### src/rtl/assert_macros.svh
// Assertion shorthands used by the top-level RTL file.
// Each expects clk and rst_n to be visible where it is used.
`ifndef ASSERT_MACROS_SVH
`define ASSERT_MACROS_SVH

// Same-cycle implication, checked outside reset
`define ASSERT_IMPLIES(label, ante, cons) \
    label: assert property (@(posedge clk) disable iff (!rst_n) (ante) |-> (cons)) \
        else $error("implication check failed");

// Next-cycle implication, checked outside reset
`define ASSERT_NEXT(label, ante, cons) \
    label: assert property (@(posedge clk) disable iff (!rst_n) (ante) |=> (cons)) \
        else $error("next-cycle check failed");

`endif

### src/rtl/eadsr_pkg.sv
`default_nettype none

package eadsr_pkg;

    // Fixed-point format: 1.0 = 2^FRAC_BITS
    localparam int FRAC_BITS = 24;

    localparam int LVL_W      = FRAC_BITS + 1;
    localparam int COEF_W     = FRAC_BITS;
    localparam int TGT_W      = FRAC_BITS + 2;
    localparam int PH_W       = 3;
    localparam int CMD_W      = 2;
    localparam int CFG_IDX_W  = 3;
    localparam int CFG_DATA_W = TGT_W;

    localparam logic [LVL_W-1:0] ONE     = LVL_W'(64'd1 << FRAC_BITS);
    // Release ends at or below 1% of full scale
    localparam logic [LVL_W-1:0] REL_THR = LVL_W'((64'd1 << FRAC_BITS) / 64'd100);

    // Reciprocal of 100 for the decay end threshold: x/100 = (x*RECIP) >> RECIP_SH
    localparam int RECIP_SH = FRAC_BITS + 8;
    localparam int RECIP_W  = FRAC_BITS + 2;
    localparam logic [RECIP_W-1:0] RECIP =
        RECIP_W'(((64'd1 << RECIP_SH) / 64'd100) + 64'd1);

    // Register reset values
    localparam logic [COEF_W-1:0] COEF_RST    = COEF_W'(64'd16700000);
    localparam logic [LVL_W-1:0]  SUSTAIN_RST = LVL_W'(64'd1 << (FRAC_BITS - 1));
    localparam logic [TGT_W-1:0]  TARGET_RST  = TGT_W'(64'd20132659);
    localparam logic [LVL_W-1:0]  DEC_THR_RST =
        LVL_W'(((64'd1 << FRAC_BITS) - (64'd1 << (FRAC_BITS - 1))) / 64'd100);

    // Envelope stages
    localparam logic [PH_W-1:0] PH_IDLE    = 3'd0;
    localparam logic [PH_W-1:0] PH_ATTACK  = 3'd1;
    localparam logic [PH_W-1:0] PH_DECAY   = 3'd2;
    localparam logic [PH_W-1:0] PH_SUSTAIN = 3'd3;
    localparam logic [PH_W-1:0] PH_RELEASE = 3'd4;

    // Request commands
    localparam logic [CMD_W-1:0] CMD_TICK     = 2'd0;
    localparam logic [CMD_W-1:0] CMD_NOTE_ON  = 2'd1;
    localparam logic [CMD_W-1:0] CMD_NOTE_OFF = 2'd2;
    localparam logic [CMD_W-1:0] CMD_MOD      = 2'd3;

    // Register indexes
    localparam logic [CFG_IDX_W-1:0] CFG_ATTACK_COEF  = 3'd0;
    localparam logic [CFG_IDX_W-1:0] CFG_DECAY_COEF   = 3'd1;
    localparam logic [CFG_IDX_W-1:0] CFG_RELEASE_COEF = 3'd2;
    localparam logic [CFG_IDX_W-1:0] CFG_SUSTAIN      = 3'd3;
    localparam logic [CFG_IDX_W-1:0] CFG_TARGET       = 3'd4;
    localparam logic [CFG_IDX_W-1:0] CFG_LFO_MODE     = 3'd5;

    typedef struct packed {
        logic [COEF_W-1:0] attack_coef;
        logic [COEF_W-1:0] decay_coef;
        logic [COEF_W-1:0] release_coef;
        logic [LVL_W-1:0]  sustain;
        logic [TGT_W-1:0]  target;
        logic              lfo_mode;
        logic [LVL_W-1:0]  dec_thr;
        logic              dec_thr_en;
    } eadsr_cfg_t;

    typedef struct packed {
        logic [LVL_W-1:0] level;
        logic [PH_W-1:0]  phase;
        logic             key_held;
        logic             mod_seen;
        logic             gate_on;
    } eadsr_state_t;

endpackage

`default_nettype wire

### src/rtl/eadsr_cmd_if.sv
`default_nettype none

interface eadsr_cmd_if;
    logic                        valid;
    logic                        ready;
    logic [eadsr_pkg::CMD_W-1:0] cmd;
    logic                        retrigger;
    logic                        mod_level;

    modport source (output valid, output cmd, output retrigger, output mod_level,
                    input ready);
    modport sink (input valid, input cmd, input retrigger, input mod_level,
                  output ready);
endinterface

`default_nettype wire

### src/rtl/eadsr_env_if.sv
`default_nettype none

interface eadsr_env_if;
    logic                        valid;
    logic                        ready;
    logic [eadsr_pkg::LVL_W-1:0] level;
    logic [eadsr_pkg::PH_W-1:0]  phase;

    modport source (output valid, output level, output phase, input ready);
    modport sink (input valid, input level, input phase, output ready);
endinterface

`default_nettype wire

### src/rtl/eadsr_cfg.sv
`default_nettype none

module eadsr_cfg (
    input  wire logic                                clk,
    input  wire logic                                rst_n,
    input  wire logic                                cfg_we,
    input  wire logic [eadsr_pkg::CFG_IDX_W-1:0]     cfg_index,
    input  wire logic [eadsr_pkg::CFG_DATA_W-1:0]    cfg_wdata,
    output eadsr_pkg::eadsr_cfg_t                    cfg
);

    logic [eadsr_pkg::COEF_W-1:0] attack_coef_reg;
    logic [eadsr_pkg::COEF_W-1:0] decay_coef_reg;
    logic [eadsr_pkg::COEF_W-1:0] release_coef_reg;
    logic [eadsr_pkg::LVL_W-1:0]  sustain_reg;
    logic [eadsr_pkg::TGT_W-1:0]  target_reg;
    logic                         lfo_mode_reg;
    logic [eadsr_pkg::LVL_W-1:0]  dec_thr_reg;
    logic                         dec_thr_en_reg;

    logic [eadsr_pkg::LVL_W-1:0]                      sus_wr;
    logic [eadsr_pkg::LVL_W-1:0]                      excursion;
    logic [eadsr_pkg::LVL_W+eadsr_pkg::RECIP_W-1:0]   thr_prod;
    logic [eadsr_pkg::LVL_W-1:0]                      dec_thr_next;
    logic                                             dec_thr_en_next;

    // Precompute the decay end threshold (1.0 - sustain) / 100 from the written value
    assign sus_wr          = cfg_wdata[eadsr_pkg::LVL_W-1:0];
    assign excursion       = eadsr_pkg::ONE - sus_wr;
    assign thr_prod        = excursion * eadsr_pkg::RECIP;
    assign dec_thr_next    = eadsr_pkg::LVL_W'(thr_prod >> eadsr_pkg::RECIP_SH);
    assign dec_thr_en_next = (sus_wr <= eadsr_pkg::ONE);

    // Hold register values; update the addressed one on a write
    always_ff @(posedge clk or negedge rst_n)
    begin
        if (!rst_n)
        begin
            attack_coef_reg  <= eadsr_pkg::COEF_RST;
            decay_coef_reg   <= eadsr_pkg::COEF_RST;
            release_coef_reg <= eadsr_pkg::COEF_RST;
            sustain_reg      <= eadsr_pkg::SUSTAIN_RST;
            target_reg       <= eadsr_pkg::TARGET_RST;
            lfo_mode_reg     <= 1'b0;
            dec_thr_reg      <= eadsr_pkg::DEC_THR_RST;
            dec_thr_en_reg   <= 1'b1;
        end
        else if (cfg_we)
        begin
            case (cfg_index)
                eadsr_pkg::CFG_ATTACK_COEF:
                    attack_coef_reg <= cfg_wdata[eadsr_pkg::COEF_W-1:0];
                eadsr_pkg::CFG_DECAY_COEF:
                    decay_coef_reg <= cfg_wdata[eadsr_pkg::COEF_W-1:0];
                eadsr_pkg::CFG_RELEASE_COEF:
                    release_coef_reg <= cfg_wdata[eadsr_pkg::COEF_W-1:0];
                eadsr_pkg::CFG_SUSTAIN:
                begin
                    sustain_reg    <= sus_wr;
                    dec_thr_reg    <= dec_thr_next;
                    dec_thr_en_reg <= dec_thr_en_next;
                end
                eadsr_pkg::CFG_TARGET:
                    target_reg <= cfg_wdata;
                eadsr_pkg::CFG_LFO_MODE:
                    lfo_mode_reg <= cfg_wdata[0];
                default:
                    ;
            endcase
        end
    end

    always_comb
    begin
        cfg.attack_coef  = attack_coef_reg;
        cfg.decay_coef   = decay_coef_reg;
        cfg.release_coef = release_coef_reg;
        cfg.sustain      = sustain_reg;
        cfg.target       = target_reg;
        cfg.lfo_mode     = lfo_mode_reg;
        cfg.dec_thr      = dec_thr_reg;
        cfg.dec_thr_en   = dec_thr_en_reg;
    end

endmodule

`default_nettype wire

### src/rtl/eadsr_step.sv
`default_nettype none

module eadsr_step (
    input  eadsr_pkg::eadsr_state_t              cur,
    input  wire logic [eadsr_pkg::CMD_W-1:0]     cmd,
    input  wire logic                            retrigger,
    input  wire logic                            mod_level,
    input  eadsr_pkg::eadsr_cfg_t                cfg,
    output eadsr_pkg::eadsr_state_t              nxt
);

    localparam int F     = eadsr_pkg::FRAC_BITS;
    localparam int TGT_W = eadsr_pkg::TGT_W;
    localparam int LVL_W = eadsr_pkg::LVL_W;
    localparam int PRD_W = eadsr_pkg::TGT_W + eadsr_pkg::COEF_W;

    logic                          gate_eff;
    logic [eadsr_pkg::PH_W-1:0]    ph_g;
    logic                          gate_g;
    logic [TGT_W-1:0]              lvl_ext;
    logic [TGT_W-1:0]              sus_ext;
    logic                          tgt_above;
    logic [TGT_W-1:0]              mul_a;
    logic [eadsr_pkg::COEF_W-1:0]  mul_coef;
    logic [PRD_W-1:0]              prod;
    logic [TGT_W-1:0]              step_s;
    logic [TGT_W:0]                atk_nv;

    // In trigger mode, edges of key AND modulator start attack or release on a tick
    always_comb
    begin
        gate_eff = cur.key_held & cur.mod_seen;
        ph_g     = cur.phase;
        gate_g   = cur.gate_on;
        if (cfg.lfo_mode)
        begin
            if (gate_eff && !cur.gate_on)
            begin
                gate_g = 1'b1;
                ph_g   = eadsr_pkg::PH_ATTACK;
            end
            else if (!gate_eff && cur.gate_on)
            begin
                gate_g = 1'b0;
                if (cur.phase != eadsr_pkg::PH_IDLE)
                    ph_g = eadsr_pkg::PH_RELEASE;
            end
        end
    end

    // Select the operands of the shared stage multiplier
    assign lvl_ext   = {1'b0, cur.level};
    assign sus_ext   = {1'b0, cfg.sustain};
    assign tgt_above = (cfg.target > lvl_ext);

    always_comb
    begin
        case (ph_g)
            eadsr_pkg::PH_ATTACK:
            begin
                mul_a    = tgt_above ? (cfg.target - lvl_ext) : (lvl_ext - cfg.target);
                mul_coef = cfg.attack_coef;
            end
            eadsr_pkg::PH_DECAY:
            begin
                mul_a    = lvl_ext - sus_ext;
                mul_coef = cfg.decay_coef;
            end
            default:
            begin
                mul_a    = lvl_ext;
                mul_coef = cfg.release_coef;
            end
        endcase
    end

    assign prod   = mul_a * mul_coef;
    assign step_s = prod[TGT_W+F-1:F];
    assign atk_nv = tgt_above ? ({1'b0, cfg.target} - {1'b0, step_s})
                              : ({1'b0, cfg.target} + {1'b0, step_s});

    // Apply the command to the state
    always_comb
    begin
        nxt = cur;
        case (cmd)
            eadsr_pkg::CMD_TICK:
            begin
                nxt.gate_on = gate_g;
                nxt.phase   = ph_g;
                case (ph_g)
                    eadsr_pkg::PH_ATTACK:
                    begin
                        if (atk_nv >= (TGT_W+1)'(eadsr_pkg::ONE) || cfg.attack_coef == '0)
                        begin
                            nxt.level = eadsr_pkg::ONE;
                            nxt.phase = eadsr_pkg::PH_DECAY;
                        end
                        else
                            nxt.level = atk_nv[LVL_W-1:0];
                    end
                    eadsr_pkg::PH_DECAY:
                    begin
                        if (cur.level <= cfg.sustain)
                        begin
                            nxt.level = cfg.sustain;
                            nxt.phase = eadsr_pkg::PH_SUSTAIN;
                        end
                        else if (cfg.dec_thr_en && step_s <= TGT_W'(cfg.dec_thr))
                        begin
                            nxt.level = cfg.sustain;
                            nxt.phase = eadsr_pkg::PH_SUSTAIN;
                        end
                        else
                            nxt.level = cfg.sustain + step_s[LVL_W-1:0];
                    end
                    eadsr_pkg::PH_SUSTAIN:
                        nxt.level = cfg.sustain;
                    eadsr_pkg::PH_RELEASE:
                    begin
                        if (step_s <= TGT_W'(eadsr_pkg::REL_THR) || cfg.release_coef == '0)
                        begin
                            nxt.level = '0;
                            nxt.phase = eadsr_pkg::PH_IDLE;
                        end
                        else
                            nxt.level = step_s[LVL_W-1:0];
                    end
                    default:
                    begin
                        nxt.level = '0;
                        nxt.phase = eadsr_pkg::PH_IDLE;
                    end
                endcase
            end
            eadsr_pkg::CMD_NOTE_ON:
            begin
                nxt.key_held = 1'b1;
                if (cfg.lfo_mode)
                    nxt.gate_on = 1'b0;
                else
                begin
                    nxt.gate_on = 1'b1;
                    if (retrigger ||
                        cur.phase inside {eadsr_pkg::PH_IDLE, eadsr_pkg::PH_RELEASE})
                        nxt.phase = eadsr_pkg::PH_ATTACK;
                end
            end
            eadsr_pkg::CMD_NOTE_OFF:
            begin
                nxt.key_held = 1'b0;
                if (!cfg.lfo_mode)
                begin
                    nxt.gate_on = 1'b0;
                    if (cur.phase != eadsr_pkg::PH_IDLE)
                        nxt.phase = eadsr_pkg::PH_RELEASE;
                end
            end
            default:
                nxt.mod_seen = mod_level;
        endcase
    end

endmodule

`default_nettype wire

### src/rtl/exponential_adsr_envelope_unit.sv
// Channel   Modport  Payload                         Role
// cmd_ch    sink     cmd, retrigger, mod_level       command requests in
// env_ch    source   level, phase                    envelope results out
// cfg_*     plain    cfg_we, cfg_index, cfg_wdata    register writes
//
// One request per cycle sustained while env_ch.ready holds; each request is
// accepted into the input register, then passes through the shared 26x24 stage
// multiplier and is loaded into the result register.
// Reset (rst_n low, asynchronous) clears state to idle with level zero and
// loads the register defaults; there is no clearing pass.
// A stalled result holds in the output register while one more request waits
// in the input register; cmd_ch.ready drops only when both are full.
`default_nettype none
`include "assert_macros.svh"

module exponential_adsr_envelope_unit (
    input  wire logic                             clk,
    input  wire logic                             rst_n,
    eadsr_cmd_if.sink                             cmd_ch,
    eadsr_env_if.source                           env_ch,
    input  wire logic                             cfg_we,
    input  wire logic [eadsr_pkg::CFG_IDX_W-1:0]  cfg_index,
    input  wire logic [eadsr_pkg::CFG_DATA_W-1:0] cfg_wdata
);

    eadsr_pkg::eadsr_cfg_t        cfg;
    eadsr_pkg::eadsr_state_t      state_reg;
    eadsr_pkg::eadsr_state_t      state_next;

    logic                         in_valid_reg;
    logic [eadsr_pkg::CMD_W-1:0]  cmd_reg;
    logic                         retrig_reg;
    logic                         mod_reg;

    logic                         out_valid_reg;
    logic [eadsr_pkg::LVL_W-1:0]  level_reg;
    logic [eadsr_pkg::PH_W-1:0]   phase_reg;

    logic                         out_free;
    logic                         advance;
    logic                         in_take;

    eadsr_cfg u_cfg (
        .clk       (clk),
        .rst_n     (rst_n),
        .cfg_we    (cfg_we),
        .cfg_index (cfg_index),
        .cfg_wdata (cfg_wdata),
        .cfg       (cfg)
    );

    eadsr_step u_step (
        .cur       (state_reg),
        .cmd       (cmd_reg),
        .retrigger (retrig_reg),
        .mod_level (mod_reg),
        .cfg       (cfg),
        .nxt       (state_next)
    );

    // Handshake: advance the input stage when the result register can take it
    assign out_free     = !out_valid_reg || env_ch.ready;
    assign advance      = in_valid_reg && out_free;
    assign cmd_ch.ready = !in_valid_reg || advance;
    assign in_take      = cmd_ch.valid && cmd_ch.ready;

    // Capture the incoming request
    always_ff @(posedge clk or negedge rst_n)
    begin
        if (!rst_n)
            in_valid_reg <= 1'b0;
        else if (cmd_ch.ready)
            in_valid_reg <= cmd_ch.valid;
    end

    always_ff @(posedge clk)
    begin
        if (in_take)
        begin
            cmd_reg    <= cmd_ch.cmd;
            retrig_reg <= cmd_ch.retrigger;
            mod_reg    <= cmd_ch.mod_level;
        end
    end

    // Commit the envelope state for each processed request
    always_ff @(posedge clk or negedge rst_n)
    begin
        if (!rst_n)
        begin
            state_reg.level    <= '0;
            state_reg.phase    <= eadsr_pkg::PH_IDLE;
            state_reg.key_held <= 1'b0;
            state_reg.mod_seen <= 1'b0;
            state_reg.gate_on  <= 1'b0;
        end
        else if (advance)
            state_reg <= state_next;
    end

    // Hold the result until it is taken
    always_ff @(posedge clk or negedge rst_n)
    begin
        if (!rst_n)
            out_valid_reg <= 1'b0;
        else if (out_free)
            out_valid_reg <= in_valid_reg;
    end

    always_ff @(posedge clk)
    begin
        if (advance)
        begin
            level_reg <= state_next.level;
            phase_reg <= state_next.phase;
        end
    end

    assign env_ch.valid = out_valid_reg;
    assign env_ch.level = level_reg;
    assign env_ch.phase = phase_reg;

    // Idle always carries a zero level
    `ASSERT_IMPLIES(a_idle_level_zero, state_reg.phase == eadsr_pkg::PH_IDLE,
        state_reg.level == '0)
    // A processed request always lands in the result register
    `ASSERT_NEXT(a_advance_fills_out, advance, out_valid_reg)
    // A request blocked by a full result register stays in the input stage
    `ASSERT_NEXT(a_blocked_request_holds, in_valid_reg && !out_free, in_valid_reg)

endmodule

`default_nettype wire
### src/flat_wrapper.sv
// flat-port wrapper written by rule: the top's interface ports become plain ports
module exponential_adsr_envelope_unit_flat 
  (clk, rst_n, cfg_we, cfg_index, cfg_wdata, cmd_ch_valid, cmd_ch_cmd, cmd_ch_retrigger, cmd_ch_mod_level, cmd_ch_ready, env_ch_valid, env_ch_level, env_ch_phase, env_ch_ready);
  eadsr_cmd_if cmd_ch_i ();
  eadsr_env_if env_ch_i ();
  input  wire logic clk;
  input  wire logic rst_n;
  input  wire logic cfg_we;
  input  wire logic [eadsr_pkg::CFG_IDX_W-1:0] cfg_index;
  input  wire logic [eadsr_pkg::CFG_DATA_W-1:0] cfg_wdata;
  input wire logic [$bits(cmd_ch_i.valid)-1:0] cmd_ch_valid;
  input wire logic [$bits(cmd_ch_i.cmd)-1:0] cmd_ch_cmd;
  input wire logic [$bits(cmd_ch_i.retrigger)-1:0] cmd_ch_retrigger;
  input wire logic [$bits(cmd_ch_i.mod_level)-1:0] cmd_ch_mod_level;
  output wire logic [$bits(cmd_ch_i.ready)-1:0] cmd_ch_ready;
  output wire logic [$bits(env_ch_i.valid)-1:0] env_ch_valid;
  output wire logic [$bits(env_ch_i.level)-1:0] env_ch_level;
  output wire logic [$bits(env_ch_i.phase)-1:0] env_ch_phase;
  input wire logic [$bits(env_ch_i.ready)-1:0] env_ch_ready;
  assign cmd_ch_i.valid = cmd_ch_valid;
  assign cmd_ch_i.cmd = cmd_ch_cmd;
  assign cmd_ch_i.retrigger = cmd_ch_retrigger;
  assign cmd_ch_i.mod_level = cmd_ch_mod_level;
  assign cmd_ch_ready = cmd_ch_i.ready;
  assign env_ch_valid = env_ch_i.valid;
  assign env_ch_level = env_ch_i.level;
  assign env_ch_phase = env_ch_i.phase;
  assign env_ch_i.ready = env_ch_ready;
  exponential_adsr_envelope_unit u_core (.clk(clk), .rst_n(rst_n), .cmd_ch(cmd_ch_i), .env_ch(env_ch_i), .cfg_we(cfg_we), .cfg_index(cfg_index), .cfg_wdata(cfg_wdata));
endmodule
### config.mk
export PLATFORM = sky130hd
export DESIGN_NAME = exponential_adsr_envelope_unit_flat
export DESIGN_NICKNAME = d
export VERILOG_FILES = /design/src/rtl/eadsr_pkg.sv /design/src/rtl/eadsr_cmd_if.sv /design/src/rtl/eadsr_env_if.sv /design/src/rtl/eadsr_cfg.sv /design/src/rtl/eadsr_step.sv /design/src/rtl/exponential_adsr_envelope_unit.sv /design/src/flat_wrapper.sv
export VERILOG_INCLUDE_DIRS = /design/src /design/src/rtl
export SDC_FILE = /design/constraint.sdc
export NUM_CORES = 2
export LEC_CHECK = 0
export BUFFER_PORTS_ARGS = -buffer_cell sky130_fd_sc_hd__buf_2
export CAP_MARGIN = 20
export CORE_AREA = 2 2 272 301
export DETAILED_ROUTE_END_ITERATION = 7
export DIE_AREA = 0 0 274 303
export PLACE_DENSITY_LB_ADDON = 0.1
export SKIP_LAST_GASP = 1
export SYNTH_ARGS = -nofsm -noshare
export SYNTH_HDL_FRONTEND = slang
export SYNTH_SLANG_ARGS = --single-unit
export TNS_END_PERCENT = 1
### constraint.sdc
create_clock -name clk -period 18.7 [get_ports clk]
set_input_delay 1.87 -clock clk [delete_from_list [all_inputs] [get_ports clk]]
set_output_delay 1.87 -clock clk [all_outputs]
set_load 0.02 [all_outputs]
* Word level (Yosys, flattened, before mapping)
Index checks and enable logic that the tools add are counted.
** Operators by class
- Add/subtract/negate cells :: 7
- $mul :: 2
- Magnitude comparators :: 6
- Eq/ne operators :: 15
- Mux-type cells :: 29
- Bitwise logic cells :: 2
- Reduce and logical (&&, ||, !) cells :: 33
** Operators with widths (number)
- $mux W25 :: 4
- $pmux W25 S4 :: 1
- $pmux W26 S2 :: 1
- $mul A25 B26 Y51 const B :: 1
- $mul A26 B24 Y50 :: 1
- $logic_not A24 Y1 :: 2
- $pmux W24 S2 :: 1
- $mux W3 :: 10
- $mux W28 :: 1
- $add A26 B26 Y27 :: 1
- $ge A27 B25 Y1 const B :: 1
- $mux W27 :: 1
- $sub A26 B26 Y27 :: 1
- $gt A26 B25 Y1 :: 1
- $le A26 B18 Y1 const B :: 1
- $le A26 B19 Y1 :: 1
- $mux W26 :: 1
- $sub A25 B25 Y26 :: 1
- $sub A25 B26 Y26 :: 1
- $sub A26 B25 Y26 :: 1
- $add A25 B25 Y25 :: 1
- $le A25 B25 Y1 :: 1
- $le A25 B25 Y1 const B :: 1
- $sub A25 B25 Y25 const A :: 1
- other kinds (25) :: 57
** Word-level totals
- Register bits :: 209
- Input bits :: 38
- Output and inout port bits :: 30
- Word-level logic and storage cells :: 114

* Logic depth before layout (Yosys ltp)
- Depth after elaboration :: 16
- Depth in mapped cells :: 69
- Gate-level depth less buffers :: 65

* Hierarchy
A second synthesis with hierarchy kept.
** Unflattened totals
- Cells, all modules :: 5562
- Area, all modules :: 49044.5 sq um
** By module, submodules not included
- eadsr_step :: instances 1, cells each 3863, area an instance 30138.9 sq um, seq. area each 0.0 sq um
- eadsr_cfg :: instances 1, cells each 1593, area an instance 16572.1 sq um, seq. area each 3683.5 sq um
- exponential_adsr_envelope_unit :: instances 1, cells each 106, area an instance 2333.5 sq um, seq. area each 1786.7 sq um

* Least setup slack after synthesis
No wires, ideal clock.
- Path kind :: reg-to-reg
- Start :: register u_core.u_cfg.target_reg[0] in the netlist's numbering
- End :: register u_core.level_reg (netlist bit u_core.env_ch.level[4]), data pin
- Setup time :: 260 ps
- Data arrival time :: 14281 ps
- Data required time :: 18440 ps
- Slack :: 4159 ps
- Stages on the path, launching flop included :: 64
- Buffers on the path :: 2
- Clock period less this slack :: 14541 ps
- Cells stage by stage :: dfstp_2 -> inv_1 -> ha_1 -> fa_1 -> nor2b_1 -> o31ai_2 -> a21oi_1 -> a311o_1 -> a21o_1 -> a211oi_1 -> o311ai_0 -> a21oi_1 -> o22ai_1 -> a21oi_1 -> o21ai_0 -> o21ai_0 -> a21boi_0 -> mux2i_1 -> (+28 left out) -> xor2_1 -> ha_1 -> nand4_1 -> o21ba_2 -> nor3_1 -> o211ai_1 -> o21ai_0 -> o22ai_1 -> a211o_1 -> a31o_2 -> a21oi_1 -> a211oi_1 -> o41ai_1 -> nand3_1 -> a211oi_2 -> nor2_4 -> a221o_1 -> mux2_2
** RTL lines
- start, declared :: line eadsr_cfg.sv:16 : logic [eadsr_pkg::TGT_W-1:0] target_reg;
- start signal, assigned :: line eadsr_cfg.sv:43 : target_reg <= eadsr_pkg::TARGET_RST;
- start signal, assigned :: line eadsr_cfg.sv:64 : target_reg <= cfg_wdata;
- end signal, assigned :: line exponential_adsr_envelope_unit.sv:114 : level_reg <= state_next.level;
- end, declared :: line exponential_adsr_envelope_unit.sv:36 : logic [eadsr_pkg::LVL_W-1:0] level_reg;

==> results.txt <==
CP startpoint kind: register
wire length per cell: 24.5 um
setup repair bufs after CTS: 0
final number of setup-violating endpoints: 0
crit path max fanout: 33
CTS hold repair buffers: 0
crit path capture: u_core.env_ch.level[20]
worst r2r src: u_core.state_reg[30]
Area after DPL: 49,500 um^2
die span in x: 274 um
Synth top area share: 31.3%
post-CTS resize count: 0
Congestion Overflow GR: 0
Adder-Cell Fraction of Synth Area: 46.7%
critical path class: reg2reg
RSZ-0062 raised after global routing: false
largest family of logic cells by synthesized area: adder cells
Remaining DRCs: 0
post-synthesis net count: 6,726
WL final: 157 mm
Mapped Area: 47,700 um^2
min cycle time layout: 17,660 ps
Filler Cells Inserted: 7,075
status: finished clean
CTS buffer count: 22
clk_skew: 63.0 ps
post-synthesis compound-gate area fraction: 12.5%
EDFF count, synth: 32
ANT nets after route: 0
via-per-instance ratio: 5.94
area leader, netlist: fa_1
PortBufs: 67
Achievable Freq: 56.6 MHz
setup TNS: 0 ps
mux contribution to synthesized area: 2.55%
worst-skew pair later-pin latency: 570 ps
Die ar.: 83,000 um^2
list of most frequent post-synthesis cells: inv_1, fa_1, nand2_1
worst endpoint required time: 19,080 ps
hold crit path type: reg2reg
Starting Density: 59.7%
r2r worst-path depth: 61
final net count: 6,724
Yosys warning count: 0
Worst R2R End: u_core.env_ch.level[20]
max-cap violation count: 0
Crit path top cell by count: fa_1
largest cells by area after synthesis: fa_1, ha_1, inv_1
Netlist cell types: 112
slowest stage delay, CP: 660 ps
GR Util All Layers: 38.8%
actual slew at the worst max-slew pin: 1220 ps
DRT Pass-1 Iters: 6
#FFs+latches synth: 209
DRT iter0 DRCs: 2,980
Post-Synth XOR/XNOR Area: 3.05%
Synth Area in Simple Gates: 13.3%
crit path capture type: register
Root Driver: clkbuf_16
first-pass GRT wire length: 239 mm
largest net degree at the start of global routing: 78
Final Cycle Share: 94.4%
Worst EP arrival: 18,040 ps
final hold vios: 0
CTS tree: done
hpwl dp: 131 mm
Largest register FFs: 31
Synth Flop Type: dfrtp_1
ys async rst share: 84.7%
clk sinks: 209
Max clock buf depth: 3
Cells after Synth: 5,355
Pins Over Slew Limit: 0
std cell rows: 109
H-tree depth: 1
synthesis-to-finish area growth: 5.32%
Slowest cell on crit path: nor2_1
Core ar.: 79,900 um^2
worst setup path start: u_core.state_reg[30]
DR vias: 38,200
r2r setup slk: 1040 ps
GP Congestion: 1.01
most frequent cell after synthesis: inv_1
I/O pins: 68
sequential area share after synthesis: 11.5%
die height: 303 um
initial antenna violation count: 6
CTS clk-pin slew, worst paths: 70 ps
Avg Inst Size Synth: 8.92 um^2
Rel. slew slack: 18.5%
share of layout cells above drive strength 1: 8.83%
vias in the first global route: 39,600
Final Cell Area: 50,300 um^2
==> cell usage in the layout, fill, tap and decap left out, types with 28 or more instances in the layout <==
cell	synthesis	routed
buf_2	14	66
a21o_1	96	96
nor2b_1	37	37
and2_1	95	95
fa_1	747	747
nor3_1	49	46
nor2_1	372	371
nand3_1	49	48
nand2b_1	49	49
a211oi_1	28	28
a21oi_1	186	185
a221o_1	50	50
o21a_1	31	31
nand2_1	591	591
xnor2_1	104	104
edfxtp_1	32	32
ha_1	586	585
dfstp_2	64	64
xor2_1	54	54
nand4_1	30	30
mux2_2	100	100
inv_1	1111	1111
o21ai_0	145	142
buf_4	3	108
dfrtp_1	113	113
==> cells by family (layout without fill, tap and decap cells) <==
kind of cell / Yosys count / in the layout
flip-flops: 209 / 209
buffers and inverters: 1312 / 1326
other: 0 / 3
AND/OR/NAND/NOR: 1397 / 1397
multiplexers: 109 / 109
XOR/XNOR: 162 / 162
adder cells (fa/ha/maj): 1333 / 1333
AO/OA/AOI/OAI: 833 / 833
==> critical path: cells and delay by family (launching register included) <==
kind / cells / cell delay (ps)
AOI/OAI and AO/OA: 25 / 6330
adders and majority gates: 10 / 4710
and+or+nand+nor: 15 / 3990
buffers and inverters: 8 / 1230
DFF: 1 / 480
muxes: 1 / 410
xor gates and xnor gates: 2 / 310
==> worst min path at each step <==
stage                                  endpoint                        start  slack, ps  cells past startpoint
floorplan                   u_core.state_reg[2]          u_core.state_reg[2]        450                      2
global placement            u_core.state_reg[2]          u_core.state_reg[2]        460                      2
detailed placement  u_core.u_cfg.dec_thr_reg[7]  u_core.u_cfg.dec_thr_reg[7]        470                      2
CTS                 u_core.u_cfg.dec_thr_reg[7]  u_core.u_cfg.dec_thr_reg[7]        480                      2
global route        u_core.u_cfg.dec_thr_reg[9]  u_core.u_cfg.dec_thr_reg[9]        500                      2
finish                      u_core.state_reg[2]          u_core.state_reg[2]        470                      2
==> metal layers <==
metal / track usage, % / up-vias / share of wire (%) / wire length, um
met5: 0 / - / 0.041 / 65
met4: 21.0 / 10 / 6.5 / 10300
met3: 6.47 / 396 / 7.7 / 12100
met2: 64.0 / 1502 / 47 / 73800
met1: 48.8 / 19100 / 39 / 61200
li1: - / 17200 / - / -
==> stage by stage <==
step                hold slack (ps)  setup slack (ps)  utilization, %  std cells
finish                          474              1040            62.9       6426
global route                    501              42.2            62.9       6423
CTS                             476              1220            62.9       6422
detailed placement              467              1260            62.0       6382
global placement                461              1560            62.0       6382
floorplan                       448              4160               -       5355
==> layout make-up <==
class	count	area (um^2)	area share, %
multi-input combinational	3834	37400	74.4
timing repair buffer	175	1150	2.29
clock buffer	30	631	1.25
tap	1054	1320	2.62
sequential	209	5470	10.9
inverter	1111	4170	8.29
antenna	3	7.51	0.0149
clock inverter	10	116	0.231
Power is not shown: default switching activity piles up to over one toggle a cycle in this logic, so the estimate is an artifact.
